**src/tcc_pkg.sv**
```systemverilog
// Shared types and constants for the terminal cursor controller.
`timescale 1ns / 1ps
package tcc_pkg;

    localparam int MaxColumns = 256;
    localparam int MaxRows    = 64;
    localparam int TabSpacing = 8;
    localparam int ColW       = $clog2(MaxColumns);
    localparam int RowW       = $clog2(MaxRows);

    typedef enum logic [4:0] {
        ACT_WRITE      = 5'd0,
        ACT_MOVE_ABS   = 5'd1,
        ACT_MOVE_REL   = 5'd2,
        ACT_SET_COL    = 5'd3,
        ACT_SET_ROW    = 5'd4,
        ACT_CR         = 5'd5,
        ACT_INDEX      = 5'd6,
        ACT_REV_INDEX  = 5'd7,
        ACT_NEXT_LINE  = 5'd8,
        ACT_TAB_FWD    = 5'd9,
        ACT_TAB_BACK   = 5'd10,
        ACT_SET_STOP   = 5'd11,
        ACT_CLR_STOP   = 5'd12,
        ACT_CLR_ALL    = 5'd13,
        ACT_SET_REGION = 5'd14,
        ACT_SCROLL_UP  = 5'd15,
        ACT_SCROLL_DN  = 5'd16,
        ACT_INS_LINES  = 5'd17,
        ACT_DEL_LINES  = 5'd18,
        ACT_RESET      = 5'd19,
        ACT_CELL_EDIT  = 5'd20
    } action_t;

    localparam logic [2:0] SHIFT_NONE    = 3'd0;
    localparam logic [2:0] SHIFT_UP_HIST = 3'd1;
    localparam logic [2:0] SHIFT_UP_DISC = 3'd2;
    localparam logic [2:0] SHIFT_DOWN    = 3'd3;
    localparam logic [2:0] SHIFT_INSERT  = 3'd4;
    localparam logic [2:0] SHIFT_DELETE  = 3'd5;

    localparam logic [1:0] CFG_COLUMNS = 2'd0;
    localparam logic [1:0] CFG_ROWS    = 2'd1;
    localparam logic [1:0] CFG_WRAP    = 2'd2;
    localparam logic [1:0] CFG_HISTORY = 2'd3;

    // Commands from the controller to the datapath.
    typedef struct packed {
        logic normalize;
        logic execute;
        logic tab_step;
        logic finish;
    } tcc_cmd_t;

    // Status from the datapath to the controller.
    typedef struct packed {
        logic is_tab;
        logic tab_done;
    } tcc_stat_t;

    function automatic logic default_stop(input int unsigned col);
        return (col >= TabSpacing) && (col % TabSpacing == 0);
    endfunction

endpackage

```
**src/terminal_cursor_controller.sv**
```systemverilog
// Top level of the terminal cursor controller.
`timescale 1ns / 1ps
// Takes one terminal command word per handshake and returns one result word with the new
// cursor, the cell a glyph write fills, any line to mark wrapped and the line shift the
// screen store must perform. An accepted command passes through the normalize and execute
// states and, for tab forward or back, a tab step state that walks the tab-stop bitmap
// column by column from the cursor column to the column where the cursor lands; a done
// state then loads the result word into the output register once that register is free.
// A new word is accepted only while the block is idle and the output register is empty
// or being emptied in the same cycle. Configuration writes go through cfg_we, cfg_index
// and cfg_data and must be made while the block is idle.
module terminal_cursor_controller import tcc_pkg::*; (
    input  logic              aclk,
    input  logic              aresetn,
    input  logic              cfg_we,
    input  logic [1:0]        cfg_index,
    input  logic [15:0]       cfg_data,
    input  logic              s_valid,
    output logic              s_ready,
    input  logic [4:0]        s_action,
    input  logic signed [9:0] s_first_arg,
    input  logic signed [9:0] s_second_arg,
    input  logic [1:0]        s_glyph_width,
    output logic              m_valid,
    input  logic              m_ready,
    output logic [5:0]        m_cursor_row,
    output logic [7:0]        m_cursor_column,
    output logic              m_wrap_pending,
    output logic [1:0]        m_cell_write,
    output logic [5:0]        m_cell_row,
    output logic [7:0]        m_cell_column,
    output logic              m_wrap_mark,
    output logic [5:0]        m_wrap_row,
    output logic [2:0]        m_shift_kind,
    output logic [6:0]        m_shift_count,
    output logic [5:0]        m_shift_top,
    output logic [5:0]        m_shift_bottom
);

    tcc_cmd_t  cmd;
    tcc_stat_t stat;

    tcc_ctrl u_ctrl (
        .aclk(aclk), .aresetn(aresetn), .s_valid(s_valid), .s_ready(s_ready),
        .m_valid(m_valid), .m_ready(m_ready), .stat(stat), .cmd(cmd)
    );

    tcc_datapath u_dp (
        .aclk(aclk), .aresetn(aresetn), .cfg_we(cfg_we), .cfg_index(cfg_index),
        .cfg_data(cfg_data), .accept(s_valid && s_ready), .in_action(s_action),
        .in_first(s_first_arg), .in_second(s_second_arg), .in_width(s_glyph_width),
        .cmd(cmd), .stat(stat),
        .o_cursor_row(m_cursor_row), .o_cursor_column(m_cursor_column),
        .o_wrap_pending(m_wrap_pending), .o_cell_write(m_cell_write),
        .o_cell_row(m_cell_row), .o_cell_column(m_cell_column),
        .o_wrap_mark(m_wrap_mark), .o_wrap_row(m_wrap_row),
        .o_shift_kind(m_shift_kind), .o_shift_count(m_shift_count),
        .o_shift_top(m_shift_top), .o_shift_bottom(m_shift_bottom)
    );

endmodule

```
**src/tcc_ctrl.sv**
```systemverilog
// Controller state machine for the terminal cursor controller.
`timescale 1ns / 1ps
module tcc_ctrl import tcc_pkg::*; (
    input  logic      aclk,
    input  logic      aresetn,
    input  logic      s_valid,
    output logic      s_ready,
    output logic      m_valid,
    input  logic      m_ready,
    input  tcc_stat_t stat,
    output tcc_cmd_t  cmd
);

    typedef enum logic [4:0] {
        ST_IDLE = 5'b00001,
        ST_NORM = 5'b00010,
        ST_EXEC = 5'b00100,
        ST_TAB  = 5'b01000,
        ST_DONE = 5'b10000
    } state_t;

    state_t state_reg, state_next;
    logic   m_valid_reg, m_valid_next;

    // A new word enters while idle, once the output register is free or being emptied.
    assign s_ready = (state_reg == ST_IDLE) && (!m_valid_reg || m_ready);
    assign m_valid = m_valid_reg;

    always_comb begin
        state_next   = state_reg;
        m_valid_next = m_valid_reg && !m_ready;
        cmd          = '0;
        unique case (state_reg)
            ST_IDLE: begin
                if (s_valid && s_ready) state_next = ST_NORM;
            end
            ST_NORM: begin
                cmd.normalize = 1'b1;
                state_next    = ST_EXEC;
            end
            ST_EXEC: begin
                cmd.execute = 1'b1;
                state_next  = stat.is_tab ? ST_TAB : ST_DONE;
            end
            ST_TAB: begin
                cmd.tab_step = 1'b1;
                if (stat.tab_done) state_next = ST_DONE;
            end
            ST_DONE: begin
                if (!m_valid_reg || m_ready) begin
                    cmd.finish   = 1'b1;
                    m_valid_next = 1'b1;
                    state_next   = ST_IDLE;
                end
            end
            default: state_next = ST_IDLE;
        endcase
    end

    always_ff @(posedge aclk) begin
        if (!aresetn) begin
            state_reg   <= ST_IDLE;
            m_valid_reg <= 1'b0;
        end else begin
            state_reg   <= state_next;
            m_valid_reg <= m_valid_next;
        end
    end

`ifndef NO_ASSERTIONS
    a_onehot: assert property (@(posedge aclk) disable iff (!aresetn)
        $onehot(state_reg)) else $error("state not one-hot");
    a_finish_loads: assert property (@(posedge aclk) disable iff (!aresetn)
        cmd.finish |=> m_valid) else $error("finish without output");
    a_accept_idle: assert property (@(posedge aclk) disable iff (!aresetn)
        (s_valid && s_ready) |=> state_reg == ST_NORM) else $error("bad accept");
`endif

endmodule

```
**src/tcc_datapath.sv**
```systemverilog
// Cursor, region and tab-stop datapath of the terminal cursor controller.
`timescale 1ns / 1ps
module tcc_datapath import tcc_pkg::*; (
    input  logic              aclk,
    input  logic              aresetn,
    input  logic              cfg_we,
    input  logic [1:0]        cfg_index,
    input  logic [15:0]       cfg_data,
    input  logic              accept,
    input  logic [4:0]        in_action,
    input  logic signed [9:0] in_first,
    input  logic signed [9:0] in_second,
    input  logic [1:0]        in_width,
    input  tcc_cmd_t          cmd,
    output tcc_stat_t         stat,
    output logic [5:0]        o_cursor_row,
    output logic [7:0]        o_cursor_column,
    output logic              o_wrap_pending,
    output logic [1:0]        o_cell_write,
    output logic [5:0]        o_cell_row,
    output logic [7:0]        o_cell_column,
    output logic              o_wrap_mark,
    output logic [5:0]        o_wrap_row,
    output logic [2:0]        o_shift_kind,
    output logic [6:0]        o_shift_count,
    output logic [5:0]        o_shift_top,
    output logic [5:0]        o_shift_bottom
);

    // Configuration.
    logic [8:0]  columns_reg;
    logic [6:0]  rows_reg;
    logic        auto_wrap_reg;
    logic [15:0] history_reg;

    // Latched command.
    logic [4:0]        act_reg;
    logic signed [9:0] a1_reg, a2_reg;
    logic [1:0]        gw_reg;

    // Architectural state.
    logic [RowW-1:0]       row_reg, row_next;
    logic [ColW-1:0]       col_reg, col_next;
    logic                  wp_reg, wp_next;
    logic [RowW-1:0]       top_reg, top_next, bot_reg, bot_next;
    logic [MaxColumns-1:0] stops_reg, stops_next;

    // Per-command result fields.
    logic [1:0]      cw_reg, cw_next;
    logic [RowW-1:0] cr_reg, cr_next;
    logic [ColW-1:0] cc_reg, cc_next;
    logic            mk_reg, mk_next;
    logic [RowW-1:0] mr_reg, mr_next;
    logic [2:0]      sk_reg, sk_next;
    logic [RowW:0]   sc_reg, sc_next;
    logic [RowW-1:0] st_reg, st_next, sb_reg, sb_next;

    // Tab search.
    logic            tdir_reg, tdir_next;
    logic [ColW-1:0] tpos_reg, tpos_next;

    logic [9:0] cols, rows;   // effective sizes
    logic [9:0] lastc, lastr;
    always_comb begin
        cols = (columns_reg < 9'd2) ? 10'd2 :
               (columns_reg > 9'(MaxColumns)) ? 10'(MaxColumns) : {1'b0, columns_reg};
        rows = (rows_reg < 7'd1) ? 10'd1 :
               (rows_reg > 7'(MaxRows)) ? 10'(MaxRows) : {3'b0, rows_reg};
        lastc = cols - 10'd1;
        lastr = rows - 10'd1;
    end

    function automatic logic [9:0] clamp(input logic signed [11:0] v,
                                         input logic [9:0] lo, input logic [9:0] hi);
        if (v < $signed({2'b0, lo})) return lo;
        if (v > $signed({2'b0, hi})) return hi;
        return v[9:0];
    endfunction

    logic [MaxColumns-1:0] def_stops;
    always_comb begin
        for (int i = 0; i < MaxColumns; i++) def_stops[i] = default_stop(i);
    end

    logic tab_hit;
    assign tab_hit = stops_reg[tpos_reg];
    assign stat = '{
        is_tab:   (act_reg == ACT_TAB_FWD) || (act_reg == ACT_TAB_BACK),
        tab_done: tdir_reg ?
                  ((tpos_reg == '0) || (tpos_reg != col_reg && tab_hit)) :
                  (({2'b0, tpos_reg} >= lastc) || (tpos_reg != col_reg && tab_hit))
    };

    // Next-state logic: normalize, execute the latched command, or step the tab search.
    always_comb begin
        logic [RowW-1:0] r;
        logic [ColW-1:0] c;
        logic            wp;
        logic [10:0]     nc;
        logic [2:0]      w;
        logic            drop;
        logic [9:0]      span, tmp;
        logic [2:0]      upk;
        row_next = row_reg; col_next = col_reg; wp_next = wp_reg;
        top_next = top_reg; bot_next = bot_reg; stops_next = stops_reg;
        cw_next = cw_reg; cr_next = cr_reg; cc_next = cc_reg;
        mk_next = mk_reg; mr_next = mr_reg; sk_next = sk_reg;
        sc_next = sc_reg; st_next = st_reg; sb_next = sb_reg;
        tdir_next = tdir_reg; tpos_next = tpos_reg;
        r = row_reg; c = col_reg; wp = wp_reg; drop = 1'b0; nc = '0;
        w = (gw_reg[1]) ? 3'd2 : 3'd1;
        span = {4'b0, bot_reg} - {4'b0, top_reg} + 10'd1;
        upk = (top_reg == '0 && {4'b0, bot_reg} == lastr && history_reg != '0) ?
              SHIFT_UP_HIST : SHIFT_UP_DISC;
        tmp = '0;
        if (cmd.normalize) begin
            if ({4'b0, row_reg} > lastr) row_next = lastr[RowW-1:0];
            if ({2'b0, col_reg} > lastc) col_next = lastc[ColW-1:0];
            if ({4'b0, bot_reg} > lastr || top_reg > bot_reg) begin
                top_next = '0; bot_next = lastr[RowW-1:0];
            end
            cw_next = '0; cr_next = '0; cc_next = '0; mk_next = 1'b0; mr_next = '0;
            sk_next = SHIFT_NONE; sc_next = '0; st_next = '0; sb_next = '0;
        end else if (cmd.execute) begin
            unique case (act_reg)
                ACT_WRITE: begin
                    if (wp && auto_wrap_reg) begin
                        mk_next = 1'b1; mr_next = r; c = '0;
                        if (r == bot_reg) begin
                            sk_next = upk; sc_next = 7'd1; st_next = top_reg; sb_next = bot_reg;
                        end else if ({4'b0, r} < lastr) r = r + 1'b1;
                    end
                    if (w == 3'd2 && {2'b0, c} == lastc) begin
                        if (auto_wrap_reg) begin
                            mk_next = 1'b1; mr_next = r; c = '0;
                            if (r == bot_reg) begin
                                sk_next = upk; sc_next = 7'd1;
                                st_next = top_reg; sb_next = bot_reg;
                            end else if ({4'b0, r} < lastr) r = r + 1'b1;
                        end else drop = 1'b1;
                    end
                    if (!drop) begin
                        cw_next = w[1:0]; cr_next = r; cc_next = c;
                        nc = {3'b0, c} + {8'b0, w};
                        if (nc >= {1'b0, cols}) begin
                            c = lastc[ColW-1:0]; wp = 1'b1;
                        end else begin
                            c = nc[ColW-1:0]; wp = 1'b0;
                        end
                    end
                    row_next = r; col_next = c; wp_next = wp;
                end
                ACT_MOVE_ABS: begin
                    row_next = RowW'(clamp({{2{a1_reg[9]}}, a1_reg}, '0, lastr));
                    col_next = ColW'(clamp({{2{a2_reg[9]}}, a2_reg}, '0, lastc));
                    wp_next = 1'b0;
                end
                ACT_MOVE_REL: begin
                    row_next = RowW'(clamp({{2{a1_reg[9]}}, a1_reg} + 12'(row_reg), '0,
                                           lastr));
                    col_next = ColW'(clamp({{2{a2_reg[9]}}, a2_reg} + 12'(col_reg), '0,
                                           lastc));
                    wp_next = 1'b0;
                end
                ACT_SET_COL: begin
                    col_next = ColW'(clamp({{2{a2_reg[9]}}, a2_reg}, '0, lastc));
                    wp_next = 1'b0;
                end
                ACT_SET_ROW: begin
                    row_next = RowW'(clamp({{2{a1_reg[9]}}, a1_reg}, '0, lastr));
                    wp_next = 1'b0;
                end
                ACT_CR: begin
                    col_next = '0; wp_next = 1'b0;
                end
                ACT_INDEX, ACT_NEXT_LINE: begin
                    if (act_reg == ACT_NEXT_LINE) col_next = '0;
                    if (r == bot_reg) begin
                        sk_next = upk; sc_next = 7'd1; st_next = top_reg; sb_next = bot_reg;
                    end else if ({4'b0, r} < lastr) row_next = r + 1'b1;
                    wp_next = 1'b0;
                end
                ACT_REV_INDEX: begin
                    if (r == top_reg) begin
                        sk_next = SHIFT_DOWN; sc_next = 7'd1;
                        st_next = top_reg; sb_next = bot_reg;
                    end else if (r != '0) row_next = r - 1'b1;
                    wp_next = 1'b0;
                end
                ACT_TAB_FWD: begin
                    tdir_next = 1'b0; tpos_next = col_reg; wp_next = 1'b0;
                end
                ACT_TAB_BACK: begin
                    tdir_next = 1'b1; tpos_next = col_reg; wp_next = 1'b0;
                end
                ACT_SET_STOP, ACT_CLR_STOP: begin
                    if (!a1_reg[9] && {1'b0, a1_reg[8:0]} < cols)
                        stops_next[a1_reg[ColW-1:0]] = (act_reg == ACT_SET_STOP);
                end
                ACT_CLR_ALL: stops_next = '0;
                ACT_SET_REGION: begin
                    if (clamp({{2{a1_reg[9]}}, a1_reg}, '0, lastr) >=
                        clamp({{2{a2_reg[9]}}, a2_reg}, '0, lastr)) begin
                        top_next = '0; bot_next = lastr[RowW-1:0];
                    end else begin
                        top_next = RowW'(clamp({{2{a1_reg[9]}}, a1_reg}, '0, lastr));
                        bot_next = RowW'(clamp({{2{a2_reg[9]}}, a2_reg}, '0, lastr));
                    end
                end
                ACT_SCROLL_UP, ACT_SCROLL_DN: begin
                    sk_next = (act_reg == ACT_SCROLL_UP) ? upk : SHIFT_DOWN;
                    sc_next = (RowW+1)'(clamp({{2{a1_reg[9]}}, a1_reg}, 10'd1, span));
                    st_next = top_reg; sb_next = bot_reg;
                end
                ACT_INS_LINES, ACT_DEL_LINES: begin
                    if (r >= top_reg && r <= bot_reg) begin
                        tmp = {4'b0, bot_reg} - {4'b0, r} + 10'd1;
                        sk_next = (act_reg == ACT_INS_LINES) ? SHIFT_INSERT : SHIFT_DELETE;
                        sc_next = (RowW+1)'(clamp({{2{a1_reg[9]}}, a1_reg}, 10'd1, tmp));
                        st_next = r; sb_next = bot_reg;
                        col_next = '0; wp_next = 1'b0;
                    end
                end
                ACT_RESET: begin
                    row_next = '0; col_next = '0; wp_next = 1'b0;
                    top_next = '0; bot_next = lastr[RowW-1:0]; stops_next = def_stops;
                end
                ACT_CELL_EDIT: wp_next = 1'b0;
                default: ;
            endcase
        end else if (cmd.tab_step) begin
            // One column a cycle, starting at the cursor itself, which never counts as a stop.
            if (stat.tab_done) begin
                if (tdir_reg) col_next = (tpos_reg != col_reg && tab_hit) ? tpos_reg : '0;
                else col_next = (tpos_reg != col_reg && tab_hit) ? tpos_reg
                                                                 : lastc[ColW-1:0];
            end else begin
                tpos_next = tdir_reg ? tpos_reg - 1'b1 : tpos_reg + 1'b1;
            end
        end
    end

    always_ff @(posedge aclk) begin
        if (!aresetn) begin
            columns_reg <= 9'd80; rows_reg <= 7'd24;
            auto_wrap_reg <= 1'b1; history_reg <= 16'd1000;
            row_reg <= '0; col_reg <= '0; wp_reg <= 1'b0;
            top_reg <= '0; bot_reg <= 6'd23; stops_reg <= def_stops;
        end else begin
            if (cfg_we) begin
                case (cfg_index)
                    CFG_COLUMNS: columns_reg   <= cfg_data[8:0];
                    CFG_ROWS:    rows_reg      <= cfg_data[6:0];
                    CFG_WRAP:    auto_wrap_reg <= cfg_data[0];
                    CFG_HISTORY: history_reg   <= cfg_data;
                    default: ;
                endcase
            end
            row_reg <= row_next; col_reg <= col_next; wp_reg <= wp_next;
            top_reg <= top_next; bot_reg <= bot_next; stops_reg <= stops_next;
        end
    end

    always_ff @(posedge aclk) begin
        if (accept) begin
            act_reg <= in_action; a1_reg <= in_first;
            a2_reg <= in_second;  gw_reg <= in_width;
        end
        cw_reg <= cw_next; cr_reg <= cr_next; cc_reg <= cc_next;
        mk_reg <= mk_next; mr_reg <= mr_next; sk_reg <= sk_next;
        sc_reg <= sc_next; st_reg <= st_next; sb_reg <= sb_next;
        tdir_reg <= tdir_next; tpos_reg <= tpos_next;
        if (cmd.finish) begin
            o_cursor_row <= row_reg; o_cursor_column <= col_reg;
            o_wrap_pending <= wp_reg; o_cell_write <= cw_reg;
            o_cell_row <= cr_reg; o_cell_column <= cc_reg;
            o_wrap_mark <= mk_reg; o_wrap_row <= mr_reg;
            o_shift_kind <= sk_reg; o_shift_count <= sc_reg;
            o_shift_top <= st_reg; o_shift_bottom <= sb_reg;
        end
    end

`ifndef NO_ASSERTIONS
    a_region: assert property (@(posedge aclk) disable iff (!aresetn)
        cmd.execute |-> top_reg <= bot_reg) else $error("region inverted");
    a_cursor: assert property (@(posedge aclk) disable iff (!aresetn)
        cmd.execute |-> {2'b0, col_reg} <= lastc) else $error("column off screen");
    a_shift: assert property (@(posedge aclk) disable iff (!aresetn)
        cmd.finish && sk_reg == SHIFT_NONE |-> sc_reg == '0) else $error("stray count");
`endif

endmodule

```
**config.mk**
```make
export PLATFORM = sky130hd
export DESIGN_NAME = terminal_cursor_controller
export DESIGN_NICKNAME = d
export VERILOG_FILES = /design/src/tcc_pkg.sv /design/src/terminal_cursor_controller.sv /design/src/tcc_ctrl.sv /design/src/tcc_datapath.sv
export SDC_FILE = /design/constraint.sdc
export NUM_CORES = 2
export LEC_CHECK = 0
export ABC_AREA = 1
export BUFFER_PORTS_ARGS = -buffer_cell sky130_fd_sc_hd__buf_2
export CORE_MARGIN = 2
export CORE_UTILIZATION = 53
export CTS_CLUSTER_DIAMETER = 40
export DETAILED_ROUTE_END_ITERATION = 7
export PLACE_DENSITY_LB_ADDON = 0.05
export REMOVE_ABC_BUFFERS = 1
export SETUP_SLACK_MARGIN = 0.3
export SLEW_MARGIN = 20
export SYNTH_ARGS = -nofsm -noshare
export SYNTH_HDL_FRONTEND = slang
export SYNTH_HIERARCHICAL = 1
export SYNTH_SLANG_ARGS = --single-unit
```
**constraint.sdc**
```tcl
create_clock -name aclk -period 6.7 [get_ports aclk]
set_clock_uncertainty 0.15 [all_clocks]
set_input_delay 1.005 -clock aclk [delete_from_list [all_inputs] [get_ports aclk]]
set_output_delay 1.005 -clock aclk [all_outputs]
set_load 0.02 [all_outputs]
```
==> results.toml <==
[power_and_ir_drop]
power.leakage_nw = 14.3
powerDensity_nw_per_um2 = 294
power_w = 0.0106
peakVddDrop_mv = 0.274

[logic_synthesis]
yosys.area_share.adder_pct = 7.52
muxShareOfSynthArea_pct = 0.0314
synth_area_um2 = 31900
netlist-cell-type-count = 63
seq_area_frac_synth_pct = 32.0
synth_top_family_by_area = "compound AO/OA/AOI/OAI gates"
synth-compound-area-share_pct = 26.9
avgSynthCellArea_um2 = 6.75
syn_inst = 4722
synth_simple_gate_area_share_pct = 23.0
synth-seq-cells = 462
synth_xor_area_share_pct = 1.26
yosys_warnings = 6

[run_status]
outcome = "completed"

[worst_setup_path]
cp_top_family = "simple AND/OR/NAND/NOR gates"
path_class = "reg -> reg"
worst-path-buf-inv = 9
worstPathArrival_ns = 6.21
critPathCaptureType = "flop"
rr_endpoint = "u_dp/col_reg[5]"
cp-endpoint = "u_dp/col_reg[5]"
cpPeakStageDelay_ns = 0.36
crit_path_start = "u_dp/columns_reg[8]"
start_kind = "flop"
crit_path_frequent_cell = "nand2_1"
cp_max_fo = 11
crit_path_top_delay_cell = "dfxtp_1"
critPathRequiredTime_ns = 7.13
r2r_setup_slack_ns = 0.92
rr_worst_depth = 39
path_depth = 39
worstReg2RegStart = "u_dp/columns_reg[8]"

[die]
io_pins = 112
core-area_um2 = 59200
dieArea_um2 = 62100
initial_utilization_pct = 53.8
die_y_um = 249
row_count = 89
die_w_um = 249

[drt]
avgRoutedWirePerCell_um = 21.4
detail-route-antenna-nets = 0
drt_first_iter_violations = 4749
vias = 34656
routed_wl_um = 119000
drt_first_pass_iters = 6
drc = 0
avgViaCountPerCell = 6.24

[job]
drv_cap = 0

[timing]
hold_violations = 0
rsz0062_at_grt = "no"
fin_setup_tns_ns = 0
slew_viol_final = 0
finalSetupViolations = 0
max-slew-margin-rel_pct = 19.5
fin_ws_ns = 0.917
period_needed_ns = 5.78
timing.final.crit_share_pct = 86.3
timing.fmax_mhz = 173
worst_slew_pin_slew_ns = 1.21

[layout]
multi_input_area_um2 = 18900
utilization_pct = 61.1
fill_cells = 5603
final_common_cell = "a21oi_1"
drive_gt1_share_pct = 9.34
area_delta_synth_final_pct = 13.5
largest_reg_flops = 225
regArea_um2 = 10200
final_cell_mix = "a21oi_1, nand2_1, o21ai_0, nand3_1, inv_1"
fin_nets = 4941

[worst_hold_path]
hold_path_class = "reg -> reg"
hp-start = "u_dp/cr_reg[5]"

[global_routing]
grt_max_degree = 168
grt_pass1_wl_um = 182000
grt.total_usage_pct = 36.8
antenna_found_initial = 3
grt_overflow_total = 0
grt_pass1_vias = 31068

[clocking]
clk_transition_reported_paths_ns = 0.05
clk_latency_ns = 0.66
cts_root_buffer = "clkbuf_16"
ctsLongestPathBuffers = 3
post_cts_buffers = 0
htreeDepth = 3
cts_made_buffers = 88
cts_tree = "yes"
cts_sinks = 462

[placement]
hpwl_um = 73700
portBuffers = 110
gp_congestion = 0.984
dp_slack_ns = 0.772
[worst min path at each step]
stage,depth (start not counted),to
final,0,u_dp/o_cell_row[5]
after floorplan,0,u_dp/o_cell_column[0]
after global placement,0,u_dp/o_cell_write[0]
after global routing,0,u_dp/o_cell_column[4]
after detailed placement,0,u_dp/o_cell_column[6]
after CTS,0,u_dp/o_cell_column[4]
[timing repair]
| item | in CTS | in global routing |
|---|---|---|
| gates resized for setup | 0 | 13 |
| endpoints found under the hold margin | 0 | 0 |
| hold buffers | 0 | 0 |
| endpoints found under the setup margin | 0 | 18 |
[stage by stage]
stage | area, um2 | hold WS (ns) | cells
after floorplan | 30600 | 0.253 | 4421
after global placement | 32900 | 0.267 | 5386
after detailed placement | 32900 | 0.264 | 5386
after CTS | 36100 | 0.272 | 5550
after global routing | 36200 | 0.282 | 5551
final | 36200 | 0.276 | 5553
[cells in the mapped netlist (all sizes together)]
master / n / share of area (%)
a21o: 7 / 0.16
o22ai: 31 / 0.61
clkbuf: 220 / 2.6
nor3: 25 / 0.41
mux2i: 1 / 0.031
buf: 95 / 1.5
nor4: 11 / 0.22
nand3: 411 / 6.6
and2: 4 / 0.078
o31ai: 7 / 0.16
o211ai: 46 / 1.1
nor2: 418 / 5.1
a32oi: 1 / 0.027
dfxtp: 367 / 23
inv: 418 / 4.9
a22oi: 2 / 0.047
o311ai: 3 / 0.082
o221ai: 6 / 0.16
nor3b: 3 / 0.071
o2111ai: 10 / 0.27
a31oi: 82 / 1.6
or3: 1 / 0.020
ha: 182 / 7.1
xor2: 34 / 0.93
xnor2: 12 / 0.33
a2111oi: 1 / 0.027
a21boi: 1 / 0.024
a211oi: 24 / 0.58
nand2: 706 / 8.5
o21a: 3 / 0.071
a41oi: 3 / 0.082
a21oi: 755 / 12
nand3b: 4 / 0.094
o21ai: 593 / 9.4
or2: 3 / 0.059
a32o: 2 / 0.063
clkinv: 13 / 0.15
fa: 6 / 0.38
a311oi: 13 / 0.36
a221oi: 3 / 0.082
edfxtp: 95 / 8.9
o21bai: 6 / 0.14
conb: 2 / 0.024
nand4: 91 / 1.8
o41ai: 1 / 0.027
[final cells by class]
type / count / share of cell area (%)
diodes: 3 / 0.0207
clock buffers: 108 / 6.57
clock inverters: 56 / 2.31
inverters: 431 / 4.53
multi-input cells: 3528 / 52.3
flip-flops and latches: 462 / 28.2
well taps: 773 / 2.67
repair buffers: 192 / 3.37
[layer usage]
layer	global-route usage [%]	vias up	part of all wire, %
li1	-	16354	-
met1	52.5	16123	43
met2	54.4	1906	42
met3	8.48	269	12
met4	12.5	4	3.2
met5	0	-	0.023
[where the power goes]
part	switching [W]	leakage, nW	internal, W
Combinational	0.00191	8.93	0.000722
Clock	0.00168	1.55	0.00311
Sequential	0.000197	3.85	0.00301
[cells by family after synthesis]
| group | Yosys count |
|---|---|
| simple gates | 1677 |
| xor+xnor | 46 |
| mux | 1 |
| buf+inv | 746 |
| other cells | 2 |
| fa+ha+maj | 188 |
| compound gates | 1600 |
| flops | 462 |
(Power assumes the default switching activity.)
